==> src/hw/rtl/pcba_ram.sv <==
// Generic single-port synchronous RAM with registered read data.
module pcba_ram #(
  parameter int WIDTH = 8,
  parameter int DEPTH = 256
) (
  input  logic                     clk,
  input  logic                     we,
  input  logic                     re,
  input  logic [$clog2(DEPTH)-1:0] addr,
  input  logic [WIDTH-1:0]         wdata,
  output logic [WIDTH-1:0]         rdata
);

  logic [WIDTH-1:0] mem [DEPTH];

  always_ff @(posedge clk) begin
    if (we) begin
      mem[addr] <= wdata;
    end
    if (re) begin
      rdata <= mem[addr];
    end
  end

endmodule

==> config.mk <==
export PLATFORM = sky130hd
export DESIGN_NAME = pcba_ram
export DESIGN_NICKNAME = d
export VERILOG_FILES = /design/src/hw/rtl/pcba_ram.sv
export SDC_FILE = /design/constraint.sdc
export NUM_CORES = 2
export LEC_CHECK = 0
export BUFFER_PORTS_ARGS = -buffer_cell sky130_fd_sc_hd__buf_2
export CORE_ASPECT_RATIO = 1.1
export CORE_MARGIN = 1.5
export CORE_UTILIZATION = 30
export CTS_BUF_LIST = sky130_fd_sc_hd__clkbuf_4
export CTS_CLUSTER_DIAMETER = 200
export DETAILED_ROUTE_END_ITERATION = 10
export PLACE_DENSITY = 0.52
export SETUP_SLACK_MARGIN = 0.5
export SLEW_MARGIN = 10
export SYNTH_ARGS = -nofsm -noshare
export SYNTH_HDL_FRONTEND = slang
export SYNTH_SLANG_ARGS = --single-unit
==> constraint.sdc <==
create_clock -name clk -period 3.15 [get_ports clk]
set_input_delay 0.4725 -clock clk [delete_from_list [all_inputs] [get_ports clk]]
set_output_delay 0.4725 -clock clk [all_outputs]
set_load 0.05 [all_outputs]
# Word-level counts from Yosys, hierarchy flattened
# Memory sizes are Yosys's and may differ from the RTL's. A register that Yosys moved wholly into a read port is not among the register bits.
# Cells that the tools add are included.
[word_totals]
register_bits = 0
latchBits = 0
ram_bits = 2048
romBits = 0
input_bits = 19
elab_cells = 3
n_memories = 1
[op_classes]
add_sub_neg = 0
multipliers = 0
n_div = 0
magnitude_cmp = 0
n_eq_ne = 0
shift = 0
muxes = 2
bitwise = 0
reduce_logical = 0
[mem_list]
columns = ["name", "depth", "word_bits", "rd", "rd_ports_with_merged_regs", "write_ports", "line_no", "text"]
rows = [
  ["mem", 256, 8, 1, 1, 1, "14", "logic [WIDTH-1:0] mem [DEPTH];"],
]
[ops]
columns = ["cell", "n"]
rows = [
  ["1-bit two-way mux", 2],
]

# Depth between registers and ports, before layout
[depth]
word_depth = 2
depth_mapped = 10
mapped_depth_nobuf = 5

# Least setup slack after synthesis
# No wires, ideal clock.
[synth_timing]
path_type = "input port to flip-flop"
startpoint = "input addr[1]"
endpoint = "memory mem[111][0] (enable)"
setup_ns = 0.370
arrival_time_ns = 2.321
required_ns = 2.780
slack_ns = 0.459
path_stages = 9
path_buffers = 5
path_cell_list = "buf_2 > clkbuf_1 > clkbuf_1 > nand2_1 > buf_2 > nor2_1 > nand2_1 > clkbuf_1 > nor2_1"
[synth_rtl]
columns = ["item", "line_no", "text"]
rows = [
  ["start: declaration", "9", "input logic [$clog2(DEPTH)-1:0] addr,"],
  ["end: declaration", "14", ""],
]
# No word-level cell before the write port.

# Worst setup path after layout
[layout_timing]
startpoint = "register rdata[5] (read register of mem)"
endpoint = "output rdata[5]"
[layout_rtl]
columns = ["item", "line_no", "text"]
rows = [
  ["start: declaration", "11", "output logic [WIDTH-1:0] rdata"],
]
# No word-level cell between the ends.

==> impl_results.md <==
* Outcome: finished clean
* Total congestion overflow at 0
* Post-synth top area cell: edfxtp_1
* Fraction of layout cells with a size suffix above 1 at 40.7%
* Final hold violation count at 0
* Worst path max stage delay at roughly 580 ps
* Mapped Cells at ~3,500
* Cell Area, Synth at ~0.08 mm^2
* YS warnings at 0
* H-tree depth at 6
* FF-to-FF path depth at 5
* FILL cells at around 24,000
* Crit. End Element: primary output
* Fin. max-slew vios at 0
* Reg2reg start: mem[79][5]$_DFFE_PP_
* Vias in the first global route at ~43,000
* Reg clk slew, reported paths at 70 ps
* Leakage power at 30.3 nW
* # IOs at 27
* Syn Area/Cell at around 22 um^2
* Internal reg-to-reg setup slack at 600 ps
* Die Width at between 400 and 500 um
* Post-synth ARST share at 0%
* Post-detail-place hpwl at 132,000 um
* Clk sinks at roughly 2,100
* Ys flop type: edfxtp_1
* Worst Hold Class: input pin to register
* VDD IR max at 0.238 mV
* RD Place Congestion at slightly above 0.8
* PD cells at about 590 mW/mm^2
* Fmax at 393 MHz
* Skew final at roughly 150 ps
* Critical Path Stages at 1
* Largest delay share family, worst path: flip-flops
* Initial antenna violation count at 9
* WP data arrival at approximately 2100 ps
* Synth area leaders: edfxtp_1 (79%), mux4_2 (15%), a22oi_1 (2.4%)
* Synth unique cells at 21
* DP Area at 0.0878 mm^2
* Worst path cell trace: buf_6
* Die area at about 0.26 mm^2
* Critical Path Start: rdata[5]$_DFFE_PP_
* Worst skew pair latency at between 1000 and 1500 ps
* Kind of critical path: register to primary output
* Most frequent cells after synthesis: edfxtp_1 (2,056), mux4_2 (512), a22oi_1 (256)
* Area grow syn2layout at 20.3%
* Largest net degree at the start of global routing at between 100 and 150
* Clock root cell: clkbuf_4
* Sequential share of the synthesized area at 78.6%
* Number of synthesized register bits at 2,056
* DR WL/cell at 24.9 um
* Port Buffer Count at 26
* Final instance area at about 0.095 mm^2
* Die Y at around 540 um
* Capturing point of the worst reg2reg path: rdata[5]$_DFFE_PP_
* RSZ-0062 raised after global routing: true
* Yosys top cell area share at about four fifths
* Max transition margin at 40.8%
* Clock buffer count from CTS at between 500 and 600
* NumNets Final at 4,544
* Worst Setup EP: rdata[5]
* Vias per std cell at between 4 and 5
* Crit Path Max Fanout at 1
* Clk buf depth at 4
* Drt initial violations at around 3,800
* CTS tree: yes
* Crit-path slowest cell: edfxtp_1
* Total GRT Usage at roughly 15%
* Worst path buffer plus inverter count at 1
* DRT Pass-1 Iters at 8
* Core area at 0.260 mm^2
* Starting Density at 30.2%
* Minimum clock period after layout at roughly 2500 ps
* Startpoint Class: register
* WP data required at 2680 ps
* Post-DRT Antenna Nets at 0
* Via count at between 40,000 and 50,000
* Routed WL at 208,000 um
* Syn_nets at 3,566
* Fin crit share at 80.8%
* EDFF count, synth at a little over 2,000
* First-pass GRT wire length at between 300,000 and 400,000 um
* Max Cap Viol at 0
* Row count at 196
* DRC Markers at 0
* Final setup violation count at 0
* Total power at approximately 56 mW
* Most common cell in the netlist: edfxtp_1
* Slew @ Worst Pin at between 800 and 900 ps
* Setup_tns at 0 ps
-- registers in the layout (all words and copies together) (netlist names) --
name,cells
rdata,8
mem,2048
-- how the worst min path moves through the flow --
| stage | start | to | slack [ps] | cells past startpoint |
|---|---|---|---|---|
| after detailed placement | wdata[3] | mem[174][3]$_DFFE_PP_ | 850 | 1 |
| after global routing | addr[4] | rdata[2]$_DFFE_PP_ | 100 | 5 |
| after global placement | wdata[3] | mem[174][3]$_DFFE_PP_ | 840 | 1 |
| final | addr[5] | rdata[2]$_DFFE_PP_ | 160 | 5 |
| after CTS | addr[5] | rdata[2]$_DFFE_PP_ | 30 | 5 |
| after floorplan | wdata[0] | mem[0][0]$_DFFE_PP_ | 570 | 0 |
-- cell usage in the layout (no fill, tap or decap), types with 3 or more instances in the layout --
cell and instances:
a21oi_1 128, a22oi_1 256, buf_12 75, buf_2 10, buf_4 565, buf_8 10, bufinv_16 13, clkbuf_4 734
clkinv_1 96, clkinv_2 16, clkinv_4 5, clkinvlp_4 6, dlygate4sd3_1 13, edfxtp_1 2056, inv_2 15, mux4_2 512
nand2_1 27, nand2b_1 4, nand3_1 11, nand4_1 8, nor2_1 228, nor2_2 3, nor2b_1 5, nor3_1 30
o41ai_1 24, o41ai_2 8
-- layer usage --
metal  GRT usage [%]  wire [um]  vias up
met1            20.3      87300    21775
met3            2.94      11600      295
met5               0         20        -
met4            5.34       5230        2
met2            25.7     103000     1271
li1                -          -    17393
-- cell families (layout without fill, tap and decap cells) --
group                  after synthesis  in the layout  share of synthesized area, %
other                                0              2                             0
multiplexers                       512            512                          14.7
AO/OA/AOI/OAI                      416            416                          3.62
flip-flops                        2056           2056                          78.6
buffers and inverters              233           1561                          1.40
AND/OR/NAND/NOR                    330            330                          1.73
-- final cells by class --
cell class / count / area, um^2 / area share, %
flip-flops and latches: 2056 / 61700 / 65.3
well taps: 3465 / 4340 / 4.59
multi-input cells: 1258 / 15800 / 16.8
inverters: 1 / 3.75 / 0.00397
clock inverters: 151 / 976 / 1.03
clock buffers: 734 / 5510 / 5.83
repair buffers: 675 / 6100 / 6.45
diodes: 2 / 5.00 / 0.00530
-- timing repair --
action	CTS	global route
gates resized for setup	13	3
endpoints found under the hold margin	1816	0
setup buffers	0	0
gates cloned	0	0
endpoints found under the setup margin	10	3
hold buffers	13	0
-- stage by stage --
stage | setup WS (ps) | hold slack [ps] | cells | utilization [%]
global route | 496 | 99.8 | 8342 | 36.4
CTS | 460 | 31.7 | 8340 | 36.3
detailed placement | -741 | 854 | 7442 | 33.8
floorplan | 459 | 571 | 3547 | -
global placement | -783 | 844 | 7442 | 33.8
finish | 605 | 163 | 8342 | 36.4
-- power breakdown --
part	total (mW)	switching [mW]	internal, mW	leakage, nW
combinational	2.97	1.80	1.17	7.95
sequential	30.2	0.0350	30.2	18.5
clock	22.5	10.7	11.8	3.86
total	55.6	12.5	43.1	30.3
No activity file was read; power rests on OpenSTA's default activity.
