<file path="config.mk">
export PLATFORM = sky130hd
export DESIGN_NAME = pcba_locate
export DESIGN_NICKNAME = d
export VERILOG_FILES = /design/src/hw/rtl/pcba_pkg.sv /design/src/hw/rtl/pcba_locate.sv
export SDC_FILE = /design/constraint.sdc
export NUM_CORES = 1
export LEC_CHECK = 0
export ABC_AREA = 1
export BUFFER_PORTS_ARGS = -buffer_cell sky130_fd_sc_hd__buf_2
export CORE_MARGIN = 2
export CORE_UTILIZATION = 30
export DETAILED_ROUTE_END_ITERATION = 8
export PLACE_DENSITY_LB_ADDON = 0.1
export SLEW_MARGIN = 15
export SYNTH_ARGS = -nofsm -noshare
export SYNTH_HDL_FRONTEND = slang
export SYNTH_SLANG_ARGS = --single-unit
</file>
<file path="constraint.sdc">
create_clock -name clk -period 10.3 [get_ports clk]
set_input_delay 2.06 -clock clk [delete_from_list [all_inputs] [get_ports clk]]
set_output_delay 2.06 -clock clk [all_outputs]
set_load 0.01 [all_outputs]
</file>
<file path="src/hw/rtl/pcba_pkg.sv">
// Shared constants, operation codes and types of the point antialiaser.
package pcba_pkg;

  localparam int DEF_SCREEN_WIDTH  = 240;
  localparam int DEF_SCREEN_HEIGHT = 160;

  localparam int OP_W    = 2;
  localparam int POS_W   = 17;
  localparam int ADDR_W  = 16;
  localparam int PIX_W   = 8;
  localparam int FRAC_W  = 8;
  localparam int COORD_W = 10;

  localparam int SHADE_DEPTH = 65536;

  localparam logic [POS_W:0] ROUND_BIAS = (POS_W + 1)'(8'h7F);

  localparam logic [OP_W-1:0] OP_WR_PIX   = 2'd0;
  localparam logic [OP_W-1:0] OP_WR_SHADE = 2'd1;
  localparam logic [OP_W-1:0] OP_AA_POINT = 2'd2;
  localparam logic [OP_W-1:0] OP_RD_PIX   = 2'd3;

  typedef struct packed {
    logic onscreen;
    logic at_left;
    logic at_right;
    logic at_top;
    logic at_bot;
  } pcba_pos_t;

endpackage

</file>
<file path="src/hw/rtl/pcba_locate.sv">
// Point locator: rounds signed 9.8 coordinates, checks bounds, forms the pixel address.
module pcba_locate #(
  parameter int SCREEN_WIDTH  = pcba_pkg::DEF_SCREEN_WIDTH,
  parameter int SCREEN_HEIGHT = pcba_pkg::DEF_SCREEN_HEIGHT
) (
  input  logic                                                   clk,
  input  logic                                                   load,
  input  logic signed [pcba_pkg::POS_W-1:0]                      x_pos,
  input  logic signed [pcba_pkg::POS_W-1:0]                      y_pos,
  input  logic                                                   calc,
  output pcba_pkg::pcba_pos_t                                    pos_r,
  output logic [$clog2(SCREEN_WIDTH*SCREEN_HEIGHT)-1:0]          base_r
);
  import pcba_pkg::*;

  localparam int FRAME_AW = $clog2(SCREEN_WIDTH * SCREEN_HEIGHT);
  localparam int CMP_W    = COORD_W + 1;

  logic [POS_W-1:0]   x_r;
  logic [POS_W-1:0]   y_r;
  logic [POS_W:0]     sum_x;
  logic [POS_W:0]     sum_y;
  logic [COORD_W-1:0] cx;
  logic [COORD_W-1:0] cy;
  logic               neg_x;
  logic               neg_y;
  logic               in_x;
  logic               in_y;
  logic [31:0]        base_full;
  pcba_pos_t          pos_nxt;

  // Round with (v + 0x7F) >>> 8; the top bit of the sum is the sign.
  assign sum_x = {x_r[POS_W-1], x_r} + ROUND_BIAS;
  assign sum_y = {y_r[POS_W-1], y_r} + ROUND_BIAS;
  assign neg_x = sum_x[POS_W];
  assign neg_y = sum_y[POS_W];
  assign cx    = COORD_W'(sum_x[POS_W-1:FRAC_W]);
  assign cy    = COORD_W'(sum_y[POS_W-1:FRAC_W]);

  assign in_x = !neg_x && (CMP_W'(cx) < CMP_W'(SCREEN_WIDTH));
  assign in_y = !neg_y && (CMP_W'(cy) < CMP_W'(SCREEN_HEIGHT));

  always_comb begin
    pos_nxt.onscreen = in_x && in_y;
    pos_nxt.at_left  = (cx == '0);
    pos_nxt.at_right = (cx == COORD_W'(SCREEN_WIDTH - 1));
    pos_nxt.at_top   = (cy == '0);
    pos_nxt.at_bot   = (cy == COORD_W'(SCREEN_HEIGHT - 1));
  end

  assign base_full = 32'(cy) * 32'(SCREEN_WIDTH) + 32'(cx);

  always_ff @(posedge clk) begin
    if (load) begin
      x_r <= x_pos;
      y_r <= y_pos;
    end
    if (calc) begin
      pos_r  <= pos_nxt;
      base_r <= base_full[FRAME_AW-1:0];
    end
  end

endmodule

</file>
Word level (Yosys, flattened, before mapping)

Cells that the tools add are included.

Bits in registers: 55
Bits in latches: 0
RAM bits: 0
ROM bits: 0
Input port bits: 37
Output and inout bits: 21
Logic and storage cells: 23
Memories: 0

Add/subtract/negate cells: 3
Multipliers: 1
Div/mod/pow operators: 0
$lt $le $gt $ge: 2
Equality and inequality tests: 2
Shift operators: 0
Multiplexer cells: 0
Bitwise gates (word level): 0
Reduce and logical (&&, ||, !) cells: 7

Operators by type and width:

| kind                    | number |
|---|---|
| $add A17 B8 Y18 const B | 2 |
| $logic_not A10 Y1       | 2 |
| $eq A9 B8 Y1 const B    | 2 |
| $lt A9 B8 Y1 const B    | 2 |
| $add A16 B9 Y16         | 1 |
| $mul A9 B4 Y12 const B  | 1 |
| $logic_and A1 B1 Y1     | 3 |
| $logic_not A1 Y1        | 2 |

Depth between registers and ports, before layout

Gate-level depths: netlist of run 1.

Word-level depth: 4
Gate-level depth with buffers: 28
Depth with buffers taken out: 28

Worst setup path after synthesis of run 1

Ideal clock, no wire load.

Path type: reg-to-reg
From: register y_r[2]
To: register base_r[13], data pin
Library setup time: 0.258 ns
Arrival: 3.685 ns
Required time: 10.042 ns
Path slack: 6.357 ns
Cell stages (with the launch flop): 22
Buffers on the path: 0
Period minus slack after synthesis: 3.943 ns
Path through: edfxtp_1 nor2_1 nand2_1 o21bai_1 nor2_1 inv_1 nand2_1 nand2_1 inv_1 fa_1 fa_1 fa_1 xor2_1 ha_1 nand2_1 nor2_1 nand2_1 nand3_1 nand3_2 nor2_4 nand2_2 xor2_1

Cells in the longest elaborated chain, start to end: 3

RTL lines:

| element                  | line              | text |
|---|---|---|
| start: declaration       | pcba_locate.sv:20 | `logic [POS_W-1:0] y_r;` |
| start signal: assignment | pcba_locate.sv:56 | `y_r <= y_pos;` |
| $add A17 B8 Y18          | pcba_locate.sv:34 | `assign sum_y = {y_r[POS_W-1], y_r} + ROUND_BIAS;` |
| $mul A9 B4 Y12           | pcba_locate.sv:51 | `assign base_full = 32'(cy) * 32'(SCREEN_WIDTH) + 32'(cx);` |
| $add A16 B9 Y16          | pcba_locate.sv:51 |  |
| net base_full[13]        | pcba_locate.sv:29 | `logic [31:0] base_full;` |
| end signal: assignment   | pcba_locate.sv:60 | `base_r <= base_full[FRAME_AW-1:0];` |
| end: declaration         | pcba_locate.sv:12 | `output logic [$clog2(SCREEN_WIDTH*SCREEN_HEIGHT)-1:0] base_r` |

The timed path passes the listed nets, and every way through them passes these cells.
A chain may end at the register's enable or synchronous reset.

Worst setup path in the final report of run 1

Same ends and word-level chain as after synthesis.

==> impl_metrics.toml, run 1 <==
[logic_synthesis]
yosysMostFrequentCell = "nand2_1"
ys_types = 31
synthArstFlopShare_pct = 0
seq_area_frac_synth_pct = 44.4
synth_edf_count = 55
synth_nets = 478
synth-seq-cells = 55
ys.warnings.count = 0
postSynthCellCount = 398
yosys.area.top_type = "edfxtp_1"
syn_avg_cell_area_um2 = 9.34
ys_top_cells_by_count = "nand2_1, inv_1, edfxtp_1"
netlist_area_um2 = 3720
synth_top_area_share_pct = 44.4
synth_ff_type = "edfxtp_1"
ys_top_cells_by_area = "edfxtp_1, nand2_1, ha_1"

[clock_network]
clk_transition_reported_paths_ps = 80
cts_sinks = 55
cts_setup_buffers = 0
cts_max_level = 2
tritoncts = "done"
cts_hold_buf = 0
clk_path_buf_depth = 2
root_buffer = "clkbuf_16"
clk_latency_ps = 290
cts_made_buffers = 5
postCtsResizedCells = 0

[worst_hold_path]
hp-class = "flip-flop to flip-flop"

[routing]
vias = 2506
viasPerCell = 3.98
drtIter0Drc = 110
first_pass_iters = 4
wire_per_inst_um = 10.2
totalWireLength_mm = 6.45
drcViolationCount = 0
ant_nets = 0

[place]
port_buffers = 57
dpl.hpwl_mm = 5.31
post-place-ws_ps = 6060
gp_congestion = 0.731

[floorplanning]
ios = 58
core_area_um2 = 12100
fp.dieH_um = 115
die_width_um = 115
num_rows = 40
initial_utilization_pct = 30.8
die_area_um2 = 13300

[setup_path]
crit_fanout = 5
endpoint_kind = "flip-flop"
required_ps = 10340
worstSetupPathType = "flip-flop to flip-flop"
crit_arrival_ps = 4270
start_kind = "flip-flop"

[global_route]
antenna_found_initial = 0
grt_pass1_wl_mm = 10.6
overflow = 0
track_usage_pct = 10.2
grt_start_max_net_pins = 35
grt_pass1_vias = 2302

[run_status]
status = "finished clean"

[flow_run]
cap_violations = 0

[cells_and_area]
diodes = 0
nets = 541
area_growth_pct = 17.4
layout-drive-gt1-share_pct = 20.3

[sta]
final-hold-violation-count = 0
final-setup-viol-count = 0
slew_headroom_pct = 51.9
drv_slew = 0
max_freq_mhz = 236
fin_ws_ps = 6070
grt_setup_unrepaired = "false"
finalCritPeriodShare_pct = 41.1
clock_skew_ps = 11.4
min_period_ps = 4230
max_slew.worst_pin.slew_ps = 721
tns_ps = 0

[power_and_ir_drop]
powerDensity_nw_per_um2 = 222
power_leakage_nw = 2.14
total_power_mw = 0.969
ir_drop_mv = 0.0755
[placed cells by master, fill, tap and decap left out, drive strengths merged, types with 3 or more instances in the layout]
master	count
nor2	30
nand2	109
o21ai	3
inv	90
nand4	9
nand3b	3
fa	15
ha	28
xnor2	5
edfxtp	55
xor2	8
a21oi	7
buf	57
nor3	3
clkbuf	5
nand3	26
[final timing paths]
check                           slack, ps   start          to  cells after the start
worst max register to register       6070  y_r[2]  base_r[13]                     21
worst max-delay path                 6070  y_r[2]  base_r[13]                     21
worst min register to register        710  x_r[9]   base_r[1]                      4
worst min-delay path                  710  x_r[9]   base_r[1]                      4
[critical path, cell delays in order, from the launching register on]
cell and delay (ps):
edfxtp_1 370, nor2_1 100, nand2_1 70, o21bai_1 220
nor2_1 80, inv_1 70, nand2_1 50, nand2_1 160
inv_1 110, fa_1 550, fa_1 460, fa_1 440
xor2_1 170, ha_1 350, nand2_1 80, nor2_1 100
nand2_1 50, nand3_1 110, nand3_2 130, nor2_4 120
nand2_2 60, xor2_1 130
[cells by family (layout without fill, tap and decap cells)]
logic type / Yosys count / count (layout) / share of synthesized area [%]
flip-flops: 55 / 55 / 44.4
AND/OR/NAND/NOR: 184 / 184 / 23.6
AO/OA/AOI/OAI: 13 / 13 / 2.02
buffers and inverters: 90 / 154 / 9.19
adder cells (fa/ha/maj): 43 / 43 / 17.5
XOR/XNOR: 13 / 13 / 3.27
[sequential cells by signal, indices dropped and copies added, names as in the netlist]
signal / cells
x_r: 17
base_r: 16
pos_r: 5
y_r: 17
[routing by layer]
| layer | vias up | global-route usage [%] | wire length (µm) |
|---|---|---|---|
| met4 | 0 | 2.41 | 36 |
| met3 | 2 | 2.37 | 191 |
| li1 | 1375 | - | - |
| met1 | 1087 | 14.2 | 3210 |
| met5 | - | 0 | 0 |
| met2 | 42 | 16.2 | 3010 |
[where the power goes]
part	total, mW	internal [mW]	switching [mW]
registers	0.313	0.303	0.00961
logic	0.480	0.184	0.296
clock network	0.176	0.0937	0.0824
[per-stage QoR]
stage               hold WS (ps)  instance area [µm²]  instances  utilization, %
floorplan                    644                 3720        398               -
global placement             688                 4200        622            34.9
detailed placement           700                 4200        622            34.9
CTS                          719                 4360        630            36.2
global route                 766                 4360        630            36.2
finish                       707                 4360        630            36.2
[area by class of cell]
cell class	instances	area (µm²)
fill	1233	7700
inverter	89	334
tap	168	210
clock buffer	5	125
timing repair buffer	57	285
sequential	55	1650
clock inverter	3	33.8
multi-input combinational	253	1720
Note: power is estimated with default switching activity, not from simulation.
==> inputs of run 2 (changes only) <==
Settings changed: ABC_AREA 1 to 0.
Clock period 10.3 ns to 4 ns, I/O delays scaled along.
==> impl_metrics.toml, run 2 <==
[clock_network]
root_buffer = "clkbuf_8"
clk_transition_reported_paths_ps = 110
cts_sinks = 55
clk_latency_ps = 310
cts_made_buffers = 5
clk_path_buf_depth = 2
cts_max_level = 2
tritoncts = "done"

[logic_synthesis]
synth_top_area_share_pct = 49.2
synth_xor_area_share_pct = 9.95
ys_top_cells_by_area = "edfxtp_1, ha_1, fa_1"
yosysMostFrequentCell = "edfxtp_1"
yosys.area_share.simple_pct = 11.0
synth_compound_area_share_pct = 6.41
synth_nets = 347
synth_mux_area_share_pct = 0
postSynthCellCount = 267
yosys.area.top_type = "edfxtp_1"
ys.warnings.count = 0
seq_area_frac_synth_pct = 49.2
synth_edf_count = 55
synthArstFlopShare_pct = 0
synth_ff_type = "edfxtp_1"
netlist_area_um2 = 3360
synth_fa_ha_area_share_pct = 19.4
synth-seq-cells = 55
ys_types = 44
synth_top_family_by_area = "adder cells"
syn_avg_cell_area_um2 = 12.6
ys_top_cells_by_count = "edfxtp_1, inv_1, ha_1"

[cells_and_area]
layout-drive-gt1-share_pct = 39.5
final_cell_mix = "buf_2, edfxtp_1, buf_4, inv_1, ha_1"
final_common_cell = "buf_2"
area_growth_pct = 33.5
seq_area_um2 = 1650
nets = 461
utilization_pct = 41.2
multi_input_area_um2 = 1760
design_area_um2 = 4480
final_cells = 522
fillers = 1033
diodes = 0
top_regs = "x_r (17), y_r (17), base_r (16)"

[floorplanning]
initial_utilization_pct = 30.8
die_width_um = 110
die_area_um2 = 12100
ios = 58
num_rows = 38
core_area_um2 = 10900
fp.dieH_um = 110

[setup_path]
r2r_slack_ps = -350
path_depth = 15
slowest_stage = "or4_4"
cp_cell_sequence = "or4_4 -> o2111a_2 -> and3_4 -> xnor2_4 -> buf_4 -> fa_1 -> fa_1 -> inv_1 -> ha_4 -> nor2b_4 -> or3b_4 -> nand3_4 -> and4b_1 -> nand4_1 -> xor2_1"
cpLargestDelayFamily = "simple AND/OR/NAND/NOR gates"
required_ps = 4070
r2r_start = "y_r[1]"
crit_fanout = 6
crit_arrival_ps = 4420
start_kind = "flip-flop"
cp_num_buf_inv = 2
worstSetupPathType = "flip-flop to flip-flop"
cpPeakStageDelay_ps = 540
crit_top_cell = "fa_1"
endpoint_kind = "flip-flop"
rr_worst_depth = 15
rr_endpoint = "base_r[15]"

[routing]
first_pass_iters = 4
drcViolationCount = 0
drtIter0Drc = 61
vias = 2224
viasPerCell = 4.26
wire_per_inst_um = 11.4
totalWireLength_mm = 5.93
ant_nets = 0

[sta]
max_freq_mhz = 230
clock_skew_ps = 8.27
final-setup-viol-count = 6
slew_headroom_pct = 51.3
grt_setup_unrepaired = "true"
drv_slew = 0
min_period_ps = 4350
max_slew.worst_pin.slew_ps = 730
final-hold-violation-count = 0
finalCritPeriodShare_pct = 109
tns_ps = -1310
fin_ws_ps = -351

[global_route]
grt_pass1_vias = 2245
overflow = 0
track_usage_pct = 10.7
grt_pass1_wl_mm = 10.0
antenna_found_initial = 0
grt_start_max_net_pins = 35

[place]
port_buffers = 57
placed_cell_area_um2 = 4260
dp.cells = 511
dpl.hpwl_mm = 4.80
gp_congestion = 0.795
post-place-ws_ps = -470

[worst_hold_path]
worstHoldStart = "y_pos[2]"
hp-class = "primary input to flip-flop"
holdPathEnd = "y_r[2]"
min_path_cells = 1

[power_and_ir_drop]
p_int_mw = 1.92
power_leakage_nw = 1.94
ir_drop_mv = 0.416
comb_power_share_pct = 60.6
power_frac_clock_pct = 11.3
p_seq_share_pct = 28.0
switchingPower_mw = 1.05
switching_share_pct = 35.4
powerDensity_nw_per_um2 = 662

[run_status]
failed_checks = "setup timing"
status = "finished, violations left"

[flow_run]
cap_violations = 0
==> run 2: worst max-delay path by stage <==
stage                 from    endpoint  slack, ps
finish              y_r[1]  base_r[15]       -350
CTS                 y_r[2]  base_r[15]       -450
global route        y_r[1]  base_r[15]       -500
detailed placement  y_r[1]  base_r[15]       -470
global placement    y_r[1]  base_r[15]       -450
floorplan           y_r[1]  base_r[15]       -350
==> run 2: repair_timing <==
item	in CTS	in global routing
hold buffers	0	0
pin swaps	17	9
endpoints found under the setup margin	8	8
cloned	0	0
setup buffers	3	0
gates resized for setup	10	11
==> run 2: area by class of cell <==
class	count	share of cell area, %
Multi-Input combinational cell	176	39.2
Clock inverter	3	0.754
Inverter	36	3.02
Tap cell	140	3.91
Clock buffer	5	1.54
Timing Repair Buffer	107	14.7
Sequential cell	55	36.9
==> run 2: worst reg2reg max path, delay by kind of cell (launching register included) <==
kind,cells,cell delay (ps)
and+or+nand+nor,7,1680
DFF,1,370
AOI/OAI and AO/OA,1,300
adders and majority gates,3,1260
xor gates and xnor gates,2,300
buffers and inverters,2,210
==> run 2: metal layers <==
layer,track usage [%],wire length [µm]
met2,17.9,2790
met1,14.0,2850
met3,2.19,213
met5,0,0
met4,2.98,77
==> run 2: kinds of logic (layout without fill, tap and decap cells) <==
logic type	Yosys count	after routing
fa+ha+maj	43	43
xor+xnor	36	36
compound gates	32	32
buf+inv	36	151
flops	55	55
simple gates	65	65
==> run 2: metrics by stage <==
step                      power (mW)  hold slack, ps
after floorplan                 1.88             574
after global placement          2.53             614
after detailed placement        2.53             629
after CTS                       2.93             635
after global routing            3.25             627
final                           2.97             651
==> run 2: power by group through the flow <==
stage | Combinational [mW] | Sequential (mW) | Clock [mW]
finish | 1.80 | 0.832 | 0.337
global route | 2.03 | 0.845 | 0.375
CTS | 1.74 | 0.833 | 0.354
detailed placement | 1.69 | 0.847 | 0
global placement | 1.68 | 0.846 | 0
floorplan | 0.992 | 0.883 | 0
==> inputs of run 3 (changes only) <==
Clock period 4 ns to 5.1 ns, I/O delays scaled along.
==> impl_metrics.toml, run 3 (synthesis gave the netlist of run 2 again) <==
[clock_network]
cts_made_buffers = 5
clk_transition_reported_paths_ps = 110
cts_max_level = 2
root_buffer = "clkbuf_8"
clk_latency_ps = 310
tritoncts = "done"
cts_hold_buf = 0
cts_setup_buffers = 0
clk_path_buf_depth = 2
postCtsResizedCells = 0
cts_sinks = 55

[routing]
vias = 2056
first_pass_iters = 4
wire_per_inst_um = 12.6
totalWireLength_mm = 6.00
drtIter0Drc = 89
drcViolationCount = 0
ant_nets = 0
viasPerCell = 4.31

[sta]
clock_skew_ps = 5.25
final-hold-violation-count = 0
max_freq_mhz = 213
finalCritPeriodShare_pct = 92.1
max_slew.worst_pin.slew_ps = 727
drv_slew = 0
tns_ps = 0
final-setup-viol-count = 0
grt_setup_unrepaired = "false"
slew_headroom_pct = 51.6
min_period_ps = 4700

[place]
port_buffers = 57
gp_congestion = 0.732
dpl.hpwl_mm = 4.75
placed_cell_area_um2 = 3850

[global_route]
antenna_found_initial = 0
grt_pass1_wl_mm = 9.87
grt_pass1_vias = 2053
grt_start_max_net_pins = 35
overflow = 0
track_usage_pct = 10.7

[cells_and_area]
fillers = 1077
utilization_pct = 36.2
nets = 416
final_cell_mix = "buf_2, edfxtp_1, inv_1, ha_1, xnor2_1"
diodes = 0
final_common_cell = "buf_2"
design_area_um2 = 3950
layout-drive-gt1-share_pct = 23.1
top_regs = "x_r (17), y_r (17), base_r (16)"
area_growth_pct = 17.6

[flow_run]
cap_violations = 0

[power_and_ir_drop]
ir_drop_mv = 0.189
powerDensity_nw_per_um2 = 475
power_leakage_nw = 1.67

[floorplanning]
fp.dieH_um = 110
die_area_um2 = 12100
ios = 58
core_area_um2 = 10900
initial_utilization_pct = 30.8
num_rows = 38
die_width_um = 110

[run_status]
status = "finished clean"

[setup_path]
crit_fanout = 6
start_kind = "flip-flop"
required_ps = 5180
endpoint_kind = "flip-flop"
worstSetupPathType = "flip-flop to flip-flop"
crit_arrival_ps = 4780

[worst_hold_path]
hp-class = "flip-flop to flip-flop"
-- run 3: final timing paths --
| check | cells past startpoint | endpoint | start | slack (ps) |
|---|---|---|---|---|
| setup reg to reg | 15 | base_r[14] | y_r[2] | 400 |
| hold reg to reg | 1 | base_r[3] | x_r[11] | 640 |
| setup / recovery | 15 | base_r[14] | y_r[2] | 400 |
| hold / removal | 1 | base_r[3] | x_r[11] | 640 |
-- run 3: per-stage QoR --
stage          worst slack, ps  total power [mW]  hold WS (ps)  instances
2_1_floorplan              141              1.39           574        267
3_3_place_gp               408              1.64           619        469
3_5_place_dp               372              1.64           628        469
4_1_cts                    353              1.91           656        477
5_1_grt                   95.9              2.04           689        477
6_report                   401              1.87           644        477
-- run 3: power breakdown --
| group | switching, mW | internal (mW) | total [mW] |
|---|---|---|---|
| logic | 0.529 | 0.433 | 0.962 |
| registers | 0.0263 | 0.627 | 0.653 |
| clock network | 0.158 | 0.0990 | 0.257 |
-- run 3: critical path: stages, from the launching register on --
cell,delay (ps)
edfxtp_1,370
or4_4,540
o2111a_2,310
and4_4,220
xor2_1,220
inv_1,120
fa_1,510
fa_1,510
inv_1,40
ha_1,360
nor2b_1,160
or3b_2,450
nand3_1,140
o2111ai_1,160
nand3b_1,220
xnor2_1,140
-- run 3: layout make-up --
class | count | area [µm²] | area share (%)
flip-flops and latches | 55 | 1650 | 41.9
clock inverters | 3 | 22.5 | 0.571
repair buffers | 62 | 323 | 8.18
inverters | 36 | 135 | 3.42
clock buffers | 5 | 68.8 | 1.74
well taps | 140 | 175 | 4.44
multi-input cells | 176 | 1570 | 39.8
-- run 3: routing by layer --
metal | track usage, % | part of all wire (%)
met1 | 14.3 | 48
met2 | 17.2 | 47
met3 | 2.49 | 4.2
met4 | 2.98 | 0.97
met5 | 0 | 0
